==> src/hdl/skt_pkg.sv <==
// ----------------------------------------------------------------------------
// skt_pkg
// Shared constants for the sorted key table: widths, default capacity,
// request codes and status codes.
// ----------------------------------------------------------------------------
package skt_pkg;

  localparam int KEY_W        = 32;
  localparam int OP_W         = 2;
  localparam int STATUS_W     = 2;
  localparam int COUNT_OUT_W  = 5;
  localparam int DEF_CAPACITY = 16;

  localparam logic [OP_W-1:0] OP_INSERT = 2'd0;
  localparam logic [OP_W-1:0] OP_REMOVE = 2'd1;
  localparam logic [OP_W-1:0] OP_CHANGE = 2'd2;
  localparam logic [OP_W-1:0] OP_SEARCH = 2'd3;

  localparam logic [STATUS_W-1:0] ST_DONE      = 2'd0;
  localparam logic [STATUS_W-1:0] ST_NOT_FOUND = 2'd1;
  localparam logic [STATUS_W-1:0] ST_FULL      = 2'd2;

endpackage

==> src/hdl/skt_ram.sv <==
// ----------------------------------------------------------------------------
// skt_ram
// Generic simple dual-port RAM: one write port, one read port, registered
// read data.
// ----------------------------------------------------------------------------
module skt_ram #(
  parameter int WIDTH = 32,
  parameter int DEPTH = 16
) (
  input  logic                     clk,
  input  logic                     we,
  input  logic [$clog2(DEPTH)-1:0] waddr,
  input  logic [WIDTH-1:0]         wdata,
  input  logic [$clog2(DEPTH)-1:0] raddr,
  output logic [WIDTH-1:0]         rdata
);

  logic [WIDTH-1:0] mem [DEPTH];

  always_ff @(posedge clk) begin
    if (we) begin
      mem[waddr] <= wdata;
    end
    rdata <= mem[raddr];
  end

endmodule

==> src/hdl/sorted_key_table.sv <==
// ----------------------------------------------------------------------------
// sorted_key_table
// Bounded table of signed keys kept in ascending order, duplicates allowed.
// ----------------------------------------------------------------------------
// A request is taken when start is high and busy is low; busy then stays high
// until the request completes. Exactly one result follows each request: done
// pulses for one cycle with status, found and entry_count, and the receiver
// cannot stall it. The keys live in one RAM with a single read and a single
// write port, and the sequencer walks it one entry per cycle: a scan for the
// first key not smaller than the request key, then a one-place shift for
// insert or remove. A search only scans; an insert with room, or a remove
// that finds its key, scans and then shifts, and a change does a remove
// followed by an insert of the new key. No clearing pass is needed after reset.
// ----------------------------------------------------------------------------
module sorted_key_table
  import skt_pkg::*;
#(
  parameter int CAPACITY = DEF_CAPACITY
) (
  input  logic                       clk,
  input  logic                       rst,
  input  logic                       start,
  input  logic [OP_W-1:0]            op,
  input  logic signed [KEY_W-1:0]    key,
  input  logic signed [KEY_W-1:0]    new_key,
  output logic                       busy,
  output logic                       done,
  output logic [STATUS_W-1:0]        status,
  output logic                       found,
  output logic [COUNT_OUT_W-1:0]     entry_count
);

  localparam int AW = $clog2(CAPACITY);
  localparam int CW = $clog2(CAPACITY + 1);

  localparam logic [2:0] S_IDLE   = 3'd0;
  localparam logic [2:0] S_SCAN   = 3'd1;
  localparam logic [2:0] S_DECIDE = 3'd2;
  localparam logic [2:0] S_REMV   = 3'd3;
  localparam logic [2:0] S_INS    = 3'd4;

  logic [2:0]              state;
  logic [CW-1:0]           count;
  logic                    phase;
  logic [OP_W-1:0]         op_r;
  logic signed [KEY_W-1:0] cur_key;
  logic signed [KEY_W-1:0] new_key_r;
  logic [CW-1:0]           scan_idx;
  logic [CW-1:0]           cmp_idx;
  logic                    cmp_vld;
  logic [CW-1:0]           pos;
  logic                    hit_eq;
  logic [CW-1:0]           sh_idx;
  logic                    wr_vld;
  logic [AW-1:0]           wr_addr;

  logic                    ram_we;
  logic [AW-1:0]           ram_waddr;
  logic [KEY_W-1:0]        ram_wdata;
  logic [AW-1:0]           ram_raddr;
  logic [KEY_W-1:0]        rd_data;

  logic [CW-1:0]           sh_dec;
  logic                    hit;

  skt_ram #(
    .WIDTH (KEY_W),
    .DEPTH (CAPACITY)
  ) u_ram (
    .clk   (clk),
    .we    (ram_we),
    .waddr (ram_waddr),
    .wdata (ram_wdata),
    .raddr (ram_raddr),
    .rdata (rd_data)
  );

  assign busy        = (state != S_IDLE);
  assign entry_count = COUNT_OUT_W'(count);
  assign sh_dec      = sh_idx - 1'b1;
  assign hit         = cmp_vld && !($signed(rd_data) < cur_key);

  always_comb begin
    ram_we    = 1'b0;
    ram_waddr = wr_addr;
    ram_wdata = rd_data;
    ram_raddr = scan_idx[AW-1:0];
    unique case (state)
      S_REMV: begin
        ram_raddr = sh_idx[AW-1:0];
        ram_we    = wr_vld;
      end
      S_INS: begin
        ram_raddr = sh_dec[AW-1:0];
        ram_we    = wr_vld || (sh_idx == pos);
        if (!wr_vld) begin
          ram_waddr = pos[AW-1:0];
          ram_wdata = cur_key;
        end
      end
      default: begin
      end
    endcase
  end

  always_ff @(posedge clk) begin
    if (rst) begin
      state   <= S_IDLE;
      count   <= '0;
      done    <= 1'b0;
      cmp_vld <= 1'b0;
      wr_vld  <= 1'b0;
      phase   <= 1'b0;
    end else begin
      done <= 1'b0;
      unique case (state)
        S_IDLE: begin
          if (start) begin
            op_r      <= op;
            cur_key   <= key;
            new_key_r <= new_key;
            phase     <= 1'b0;
            scan_idx  <= '0;
            cmp_vld   <= 1'b0;
            state     <= S_SCAN;
          end
        end
        S_SCAN: begin
          if (hit) begin
            pos     <= cmp_idx;
            hit_eq  <= ($signed(rd_data) == cur_key);
            cmp_vld <= 1'b0;
            state   <= S_DECIDE;
          end else if (scan_idx == count) begin
            pos     <= count;
            hit_eq  <= 1'b0;
            cmp_vld <= 1'b0;
            state   <= S_DECIDE;
          end else begin
            cmp_vld  <= 1'b1;
            cmp_idx  <= scan_idx;
            scan_idx <= scan_idx + 1'b1;
          end
        end
        S_DECIDE: begin
          wr_vld <= 1'b0;
          if (phase) begin
            sh_idx <= count;
            state  <= S_INS;
          end else begin
            found <= hit_eq;
            unique case (op_r)
              OP_INSERT: begin
                if (count == CW'(CAPACITY)) begin
                  status <= ST_FULL;
                  done   <= 1'b1;
                  state  <= S_IDLE;
                end else begin
                  sh_idx <= count;
                  state  <= S_INS;
                end
              end
              OP_REMOVE, OP_CHANGE: begin
                if (hit_eq) begin
                  sh_idx <= pos + 1'b1;
                  state  <= S_REMV;
                end else begin
                  status <= ST_NOT_FOUND;
                  done   <= 1'b1;
                  state  <= S_IDLE;
                end
              end
              default: begin
                status <= hit_eq ? ST_DONE : ST_NOT_FOUND;
                done   <= 1'b1;
                state  <= S_IDLE;
              end
            endcase
          end
        end
        S_REMV: begin
          if (sh_idx < count) begin
            wr_vld  <= 1'b1;
            wr_addr <= sh_dec[AW-1:0];
            sh_idx  <= sh_idx + 1'b1;
          end else if (wr_vld) begin
            wr_vld <= 1'b0;
          end else begin
            count <= count - 1'b1;
            if (op_r == OP_CHANGE) begin
              phase    <= 1'b1;
              cur_key  <= new_key_r;
              scan_idx <= '0;
              cmp_vld  <= 1'b0;
              state    <= S_SCAN;
            end else begin
              status <= ST_DONE;
              done   <= 1'b1;
              state  <= S_IDLE;
            end
          end
        end
        S_INS: begin
          if (sh_idx != pos) begin
            wr_vld  <= 1'b1;
            wr_addr <= sh_idx[AW-1:0];
            sh_idx  <= sh_dec;
          end else if (wr_vld) begin
            wr_vld <= 1'b0;
          end else begin
            count  <= count + 1'b1;
            status <= ST_DONE;
            done   <= 1'b1;
            state  <= S_IDLE;
          end
        end
        default: begin
          state <= S_IDLE;
        end
      endcase
    end
  end

`ifndef SYNTH
  a_count_bound: assert property (@(posedge clk) disable iff (rst)
    count <= CW'(CAPACITY))
    else $error("stored count above capacity");

  a_busy_after_start: assert property (@(posedge clk) disable iff (rst)
    (!rst && start && !busy) |=> busy)
    else $error("request taken without going busy");

  a_done_idle: assert property (@(posedge clk) disable iff (rst)
    done |-> !busy)
    else $error("result strobe while still busy");

  a_full_status: assert property (@(posedge clk) disable iff (rst)
    (done && status == ST_FULL) |-> (count == CW'(CAPACITY)))
    else $error("full status with room left");

  a_not_found: assert property (@(posedge clk) disable iff (rst)
    (done && status == ST_NOT_FOUND) |-> !found)
    else $error("not found status with found set");
`endif

endmodule
==> config.mk <==
export PLATFORM = sky130hd
export DESIGN_NAME = sorted_key_table
export DESIGN_NICKNAME = d
export VERILOG_FILES = /design/src/hdl/skt_pkg.sv /design/src/hdl/skt_ram.sv /design/src/hdl/sorted_key_table.sv
export SDC_FILE = /design/constraint.sdc
export NUM_CORES = 1
export LEC_CHECK = 0
export BUFFER_PORTS_ARGS = -buffer_cell sky130_fd_sc_hd__buf_2
export CORE_MARGIN = 8
export CORE_UTILIZATION = 50
export CTS_CLUSTER_DIAMETER = 50
export DETAILED_ROUTE_END_ITERATION = 12
export GPL_TIMING_DRIVEN = 0
export PLACE_DENSITY = 0.74
export RECOVER_POWER = 50
export SLEW_MARGIN = 0
export SYNTH_ARGS = -nofsm -noshare
export SYNTH_HDL_FRONTEND = slang
export SYNTH_HIERARCHICAL = 1
export SYNTH_SLANG_ARGS = --single-unit
==> constraint.sdc <==
create_clock -name clk -period 5.1 [get_ports clk]
set_clock_uncertainty 0.15 [all_clocks]
set_input_delay 0.255 -clock clk [delete_from_list [all_inputs] [get_ports clk]]
set_output_delay 0.255 -clock clk [all_outputs]
set_load 0.01 [all_outputs]
# After elaboration in Yosys (flattened, before gate mapping)

Memories as Yosys holds them, arrays and structs flattened. A register that Yosys moved wholly into a read port is not among the register bits.
Index checks and enable logic that the tools add are counted.

Register bits after elaboration: 106
Bits in writable memories: 512
Input bits: 69
Output and inout bits: 10
Word-level logic and storage cells: 171
Memories kept: 1

Memories:

| memory    | words | width | rd ports | clocked after Yosys merged registers in | wr ports | line          | RTL |
|---|---|---|---|---|---|---|---|
| u_ram.mem | 16    | 32    | 1        | 1                                       | 1        | skt_ram.sv:18 | `logic [WIDTH-1:0] mem [DEPTH];` |

Add/subtract/negate cells: 6
$lt $le $gt $ge: 2
Eq/ne operators: 29
Multiplexer cells: 87
Bitwise operators: 4
Reductions and logical operators: 25

Operators by type and width:

| cell                  | count |
|---|---|
| $mux W32              | 6 |
| $mux W5               | 17 |
| $pmux W32 S2          | 1 |
| $eq A32 B32 Y1        | 1 |
| $lt A32 B32 Y1        | 1 |
| $pmux W5 S3           | 2 |
| $mux W3               | 9 |
| $mux W1               | 25 |
| $ne A2 B2 Y1 const B  | 12 |
| $add A5 B1 Y5 const B | 4 |
| $pmux W5 S2           | 2 |
| $mux W2               | 9 |
| $mux W4               | 4 |
| $pmux W4 S2           | 2 |
| $pmux W3 S5           | 1 |
| $reduce_and A5 Y1     | 3 |
| $reduce_and A6 Y1     | 2 |
| $eq A5 B5 Y1          | 2 |
| $reduce_and A10 Y1    | 1 |
| $sub A5 B1 Y5 const B | 2 |
| $ne A3 B3 Y1 const B  | 3 |
| $pmux W1 S3           | 3 |
| $reduce_and A3 Y1     | 3 |
| $reduce_bool A3 Y1    | 3 |
| other kinds (25)      | 35 |

# Depth between registers and ports, before layout

Gate-level depths: netlist of run 1.

Word-level depth: 5
Mapped depth: 12
Depth with buffers taken out: 9

# Modules after synthesis

Netlist of run 1, hierarchy kept.

By module, submodules not included:

| module           | times used | cells an instance | area each (um2) | seq. area each (um2) |
|---|---|---|---|---|
| skt_ram          | 1          | 838               | 19854.0         | 16015.4 |
| sorted_key_table | 1          | 617               | 6278.5          | 3062.9 |

# Worst setup path before layout of run 1

Ideal clock, no wire load.

Path kind: register -> register
From: register state[0]
To: memory u_ram.mem[0][0], enable pin
Library setup time: 461 ps
Data arrival time: 4526 ps
Data required time: 4489 ps
Slack: -37 ps
Stages on the path, launching flop included: 9
Path buffers: 2
Clock period less this slack: 5137 ps
Cell sequence: dfxtp_1 -> clkbuf_1 -> nor2b_1 -> nand2_1 -> nor2_1 -> buf_2 -> mux2_2 -> or3b_2 -> nor3_1

Elaborated cells on any way between the ends: 6
Those cells by class: 2 x eq/ne; 4 x mux

RTL lines:

| element                  | line                    | RTL |
|---|---|---|
| start: declaration       | sorted_key_table.sv:42  | `logic [2:0] state;` |
| start signal: assignment | sorted_key_table.sv:108 | `state <= S_IDLE;` |
| start signal: assignment | sorted_key_table.sv:125 | `state <= S_SCAN;` |
| start signal: assignment | sorted_key_table.sv:133 | `state <= S_DECIDE;` |
| $eq A3 B3 Y1             | sorted_key_table.sv:88  | `unique case (state)` |
| $mux W4                  | sorted_key_table.sv:88  |  |
| net ram_waddr[2]         | sorted_key_table.sv:58  | `logic [AW-1:0] ram_waddr;` |
| end: declaration         | skt_ram.sv:18           |  |

The timed path passes the listed nets, and every way through them passes these cells.

# Worst setup path in the final report of run 1

From: register state[1]
To: memory u_ram.mem[2][21], enable pin

The elaborated chain is that of the path after synthesis.

==> results_dict.tcl, run 1 <==
set metrics [dict create \
    r2r_slack_ns 0.37 \
    ys_warn_count 6 \
    core_sq_mm 0.0515 \
    antenna_cells 0 \
    start_util_pct 50.7 \
    post_cts_buffers 0 \
    synth_nets 1572 \
    status "finished, final reports clean" \
    ys_seq_elements 650 \
    avgRoutedWirePerCell_um 25.4 \
    worstSetupEndpointType "register" \
    grt.overflow.total 0 \
    synthArstFlopShare_pct 0 \
    drcViolationCount 0 \
    fin_setup_tns_ns 0 \
    slew_headroom_pct 8.83 \
    dp_slack_ns 0.0962 \
    post-route-period-util_pct 92.7 \
    synthTopCellsByCount "edfxtp_1 (606), nand2_1 (161), mux4_2 (128), a22oi_1 (65), ha_1 (47)" \
    worstMarginPinSlew_ns 1.36 \
    clkLatencyLatePin_ns 0.59 \
    place_congestion 0.884 \
    grt_pass1_wl_um 92400 \
    setup_violations 0 \
    drive_above_1_share_pct 21.0 \
    ios 79 \
    yosysTopAreaCell "edfxtp_1" \
    ctsLongestPathBuffers 3 \
    path_class "register to register" \
    hp-class "input port to register" \
    hold_viol 0 \
    synth.most_common_cell "edfxtp_1" \
    power_uw 13100 \
    powerDensity_mw_per_mm2 425 \
    die_area_sq_mm 0.0598 \
    yosys_most_used_dff "edfxtp_1" \
    synth_area_leaders "edfxtp_1 (70%), mux4_2 (11%), dfxtp_1 (3.4%)" \
    vdd_drop_max_uv 234 \
    cts_made_buffers 67 \
    timing.final.ws_setup_ns 0.373 \
    p_comb_share_pct 14.3 \
    required_ns 5.24 \
    synth-seq-area-share_pct 73.0 \
    power_switching_uw 3250 \
    viasPerCell 5.95 \
    arrival_ns 4.86 \
    die_height_um 245 \
    vias 14483 \
    nNetsFinal 1818 \
    p_leak_uw 0.0105 \
    grt_pass1_vias 14920 \
    post-route-min-period_ns 4.73 \
    hpwl_um 38900 \
    fillerInstances 3755 \
    sequentialPowerShare_pct 49.8 \
    clk_pin_slew_ns 0.06 \
    areaGrowthSynthToFinish_pct 17.6 \
    fin_util_pct 59.7 \
    syn-cell-area_sq_mm 0.0261 \
    ant_nets 0 \
    antenna_found_initial 1 \
    synth_edf_count 606 \
    wirelength_um 61900 \
    crit_path_max_fanout 19 \
    yosysTopAreaCellShare_pct 69.6 \
    holdWs_ns 0.234 \
    die-width_um 245 \
    clock_power_share_pct 36.0 \
    root_buffer "clkbuf_16" \
    slew_viol_final 0 \
    clkSinkCount 650 \
    fmax_ghz 0.212 \
    power.share.switching_pct 24.9 \
    synth_cells 1455 \
    track_usage_pct 20.7 \
    synth_cell_types 60 \
    max_cap_viol_count 0 \
    p_int_uw 9820 \
    grt_max_degree 24 \
    h-tree-depth 3 \
    rsz0062_at_grt "false" \
    placementRows 83 \
    numPortBuffers 78 \
    cts_tree "yes" \
    first_pass_iters 6 \
    drt_iter0_drc 1731 \
    start_kind "register" \
    synth.avg_cell_area_sq_um 18.0 \
]
==> repair_timing <==
| action | in CTS | in global routing |
|---|---|---|
| gates resized for setup | 0 | 1 |
| endpoints found under the setup margin | 0 | 70 |
| hold buffers | 68 | 0 |
| endpoints found under the hold margin | 75 | 0 |
==> path summary, 6_finish.rpt <==
| check | from | end | cells past startpoint |
|---|---|---|---|
| worst max-delay path | state[1] | u_ram/mem[2][21] | 9 |
| worst min-delay path | new_key[0] | new_key_r[0] | 2 |
| worst max register to register | state[1] | u_ram/mem[2][21] | 9 |
| worst min register to register | new_key_r[3] | cur_key[3] | 2 |
==> layout make-up <==
class	instances	area [sq um]	share of cell area [%]
buffer	69	322	1.05
clock buffer	88	1900	6.18
clock inverter	34	219	0.712
inverter	46	173	0.562
multi-input combinational	690	6670	21.7
sequential	650	19100	62.1
tap	680	851	2.77
timing repair buffer	177	1530	4.99
==> logic make-up after synthesis <==
group | Yosys count | synth area share (%)
buffers and inverters | 115 | 1.90
adder cells (fa/ha/maj) | 48 | 2.33
AND/OR/NAND/NOR | 279 | 4.66
AO/OA/AOI/OAI | 171 | 4.54
multiplexers | 170 | 12.8
XOR/XNOR | 22 | 0.737
flip-flops | 650 | 73.0
==> stage by stage <==
| step | instance area (sq um) | cells |
|---|---|---|
| final | 30700 | 2434 |
| after global routing | 30700 | 2434 |
| after CTS | 30800 | 2434 |
| after detailed placement | 28000 | 2244 |
| after global placement | 27400 | 2213 |
| after floorplan | 26100 | 1455 |
==> per-layer routing <==
metal | GRT usage, % | up-vias | routed length (um)
li1 | - | 6274 | -
met1 | 26.9 | 7289 | 24000
met2 | 32.9 | 781 | 29400
met3 | 5.84 | 139 | 6370
met4 | 7.78 | 0 | 2070
met5 | 0 | - | 0
==> power groups by stage <==
stage / clock (uW) / combinational [uW] / sequential (uW)
after floorplan: 0 / 1250 / 6580
after global placement: 0 / 1760 / 6620
after detailed placement: 0 / 1850 / 6610
after CTS: 4770 / 1900 / 6500
after global routing: 4980 / 2040 / 6520
final: 4700 / 1870 / 6510
==> worst max-delay path, stage by stage, from the launching register on <==
cell and delay, ns:
dfxtp_1 0.32, clkbuf_1 0.23, inv_1 0.17, nand2_1 0.20, nor2_2 0.73, buf_2 0.52
mux2_2 0.43, or3b_2 0.61, nor2_4 0.80, buf_16 0.25
==> cells in the final DEF (no fill, tap or decap), types with 20 or more instances in the layout <==
master,Yosys,final
edfxtp_1,606,606
nand2_1,161,161
mux4_2,128,128
buf_2,7,72
clkbuf_16,0,71
dlygate4sd3_1,0,68
clkbuf_1,40,67
a22oi_1,65,65
ha_1,47,47
inv_1,46,46
dfxtp_1,44,44
a21oi_1,33,34
nor2_1,45,32
mux2_1,0,31
o21ai_0,20,20
==> flip-flops by register name, indices dropped and copies added, names as in the netlist, 2 cells and up <==
name / cells
cmp_idx: 5
cur_key: 32
entry_count: 5
new_key_r: 32
op_r: 2
pos: 5
scan_idx: 5
sh_idx: 5
state: 3
status: 2
u_ram/mem: 512
u_ram/rdata: 32
wr_addr: 4
(Power assumes the default switching activity.)
==> inputs of run 2 (changes only) <==
--- a/config.mk
+++ b/config.mk
@@ -12,7 +12,7 @@
 export DETAILED_ROUTE_END_ITERATION = 12
 export GPL_TIMING_DRIVEN = 0
 export PLACE_DENSITY = 0.74
-export RECOVER_POWER = 50
+export RECOVER_POWER = 100
 export SLEW_MARGIN = 0
 export SYNTH_ARGS = -nofsm -noshare
 export SYNTH_HDL_FRONTEND = slang
==> results_dict.tcl, run 2 (synthesis gave the netlist of run 1 again) <==
set metrics [dict create \
    cts_tree "yes" \
    vdd_drop_max_uv 235 \
    worstSetupEndpointType "register" \
    mostFrequentLayoutCells "edfxtp_1 (606), nand2_1 (161), mux4_2 (128), clkbuf_1 (79)" \
    failed_checks "max-capacitance violations, max-slew violations" \
    largest_register_ffs 512 \
    regMostFlops "u_ram/mem" \
    die_area_sq_mm 0.0598 \
    final_cells 2434 \
    fin_util_pct 59.3 \
    grt.overflow.total 0 \
    rsz0062_at_grt "false" \
    clk_pin_slew_ns 0.06 \
    crit_path_max_fanout 10 \
    drcViolationCount 0 \
    p_leak_uw 0.0104 \
    slew_viol_final 17 \
    ios 79 \
    arrival_ns 5.13 \
    die-width_um 245 \
    power_uw 13100 \
    antenna_cells 0 \
    track_usage_pct 20.7 \
    timing.final.ws_setup_ns 0.286 \
    h-tree-depth 3 \
    path_class "register to register" \
    drive_above_1_share_pct 19.9 \
    wirelength_um 61700 \
    setup_violations 0 \
    status "finished, violations left" \
    first_pass_iters 7 \
    areaGrowthSynthToFinish_pct 17.0 \
    avgRoutedWirePerCell_um 25.4 \
    final_common_cell "edfxtp_1" \
    dp.cells 2244 \
    cts_made_buffers 67 \
    start_kind "register" \
    die_height_um 245 \
    viasPerCell 5.95 \
    hold_viol 0 \
    post-route-period-util_pct 94.4 \
    ctsLongestPathBuffers 3 \
    vias 14494 \
    hp-class "input port to register" \
    fmax_ghz 0.208 \
    clkLatencyLatePin_ns 0.59 \
    holdWs_ns 0.237 \
    clkSinkCount 650 \
    start_util_pct 50.7 \
    place_congestion 0.884 \
    required_ns 5.41 \
    hpwl_um 38900 \
    numPortBuffers 78 \
    core_sq_mm 0.0515 \
    grt_pass1_vias 14920 \
    grt_pass1_wl_um 92400 \
    drt_iter0_drc 1700 \
    dp_slack_ns 0.0962 \
    grt_max_degree 24 \
    ant_nets 0 \
    max_cap_viol_count 2 \
    post_cts_buffers 0 \
    slew_headroom_pct -1.16 \
    placementRows 83 \
    worstMarginPinSlew_ns 1.50 \
    nNetsFinal 1818 \
    powerDensity_mw_per_mm2 427 \
    post-route-min-period_ns 4.81 \
    root_buffer "clkbuf_16" \
    antenna_found_initial 1 \
]
## run 2: cell types whose count changed in the layout (fill, tap and decap cells not counted), moves of 3 or more
cell	delta
clkbuf_1	+12
buf_6	-8
nor2_4	-8
clkbuf_2	+5
nor2_1	+4
nor2_2	+4
buf_1	-3
mux2_1	+3
mux2_2	-3
nor3_1	+3
nor3_2	-3
## run 2: power breakdown
| part | switching [uW] | internal, uW |
|---|---|---|
| Clock | 1960 | 2730 |
| Combinational | 1180 | 681 |
| Sequential | 100 | 6410 |
| Total | 3240 | 9820 |
## run 2: repair_timing
action	4_1_cts	5_1_grt
endpoints found under the setup margin	0	70
hold buffers	68	0
hold endpoints to repair	75	0
resized for setup	0	1
## run 2: worst max-delay path, stage by stage (launching register included)
cell      delay [ns]
dfxtp_1         0.30
clkbuf_1        0.29
and3b_1         0.20
clkbuf_1        0.31
clkbuf_1        0.91
a221o_1         0.35
clkbuf_1        0.77
clkbuf_1        0.67
mux4_2          0.40
a22oi_1         0.21
nand2_1         0.11
## run 2: per-stage QoR
step           cell area (sq um)  TNS [ns]
5_1_grt                    30600         0
4_1_cts                    30800         0
3_5_place_dp               28000         0
3_3_place_gp               27400  -1015.53
2_1_floorplan              26100         0
6_report                   30600         0
## run 2: cell type report
| class | count | area (sq um) |
|---|---|---|
| clock inverter | 34 | 219 |
| buffer | 69 | 320 |
| inverter | 46 | 173 |
| fill | 3788 | 20900 |
| sequential | 650 | 19100 |
| clock buffer | 88 | 1900 |
| timing repair buffer | 177 | 1430 |
| tap | 680 | 851 |
| multi-input combinational | 690 | 6600 |
## run 2: final timing paths
| check | startpoint | to | slack (ns) | depth (start not counted) |
|---|---|---|---|---|
| worst max-delay path | state[0] | u_ram/rdata[20] | 0.29 | 10 |
| worst min-delay path | new_key[0] | new_key_r[0] | 0.24 | 2 |
| worst max register to register | state[0] | u_ram/rdata[20] | 0.29 | 10 |
| worst min register to register | new_key_r[3] | cur_key[3] | 0.36 | 2 |
## run 2: per-layer routing
metal	track usage, %	wire length [um]	vias to the layer above
met5	0	0	-
met4	7.78	2200	0
met3	5.84	6140	149
met2	32.9	29300	759
met1	26.9	24100	7311
li1	-	-	6275
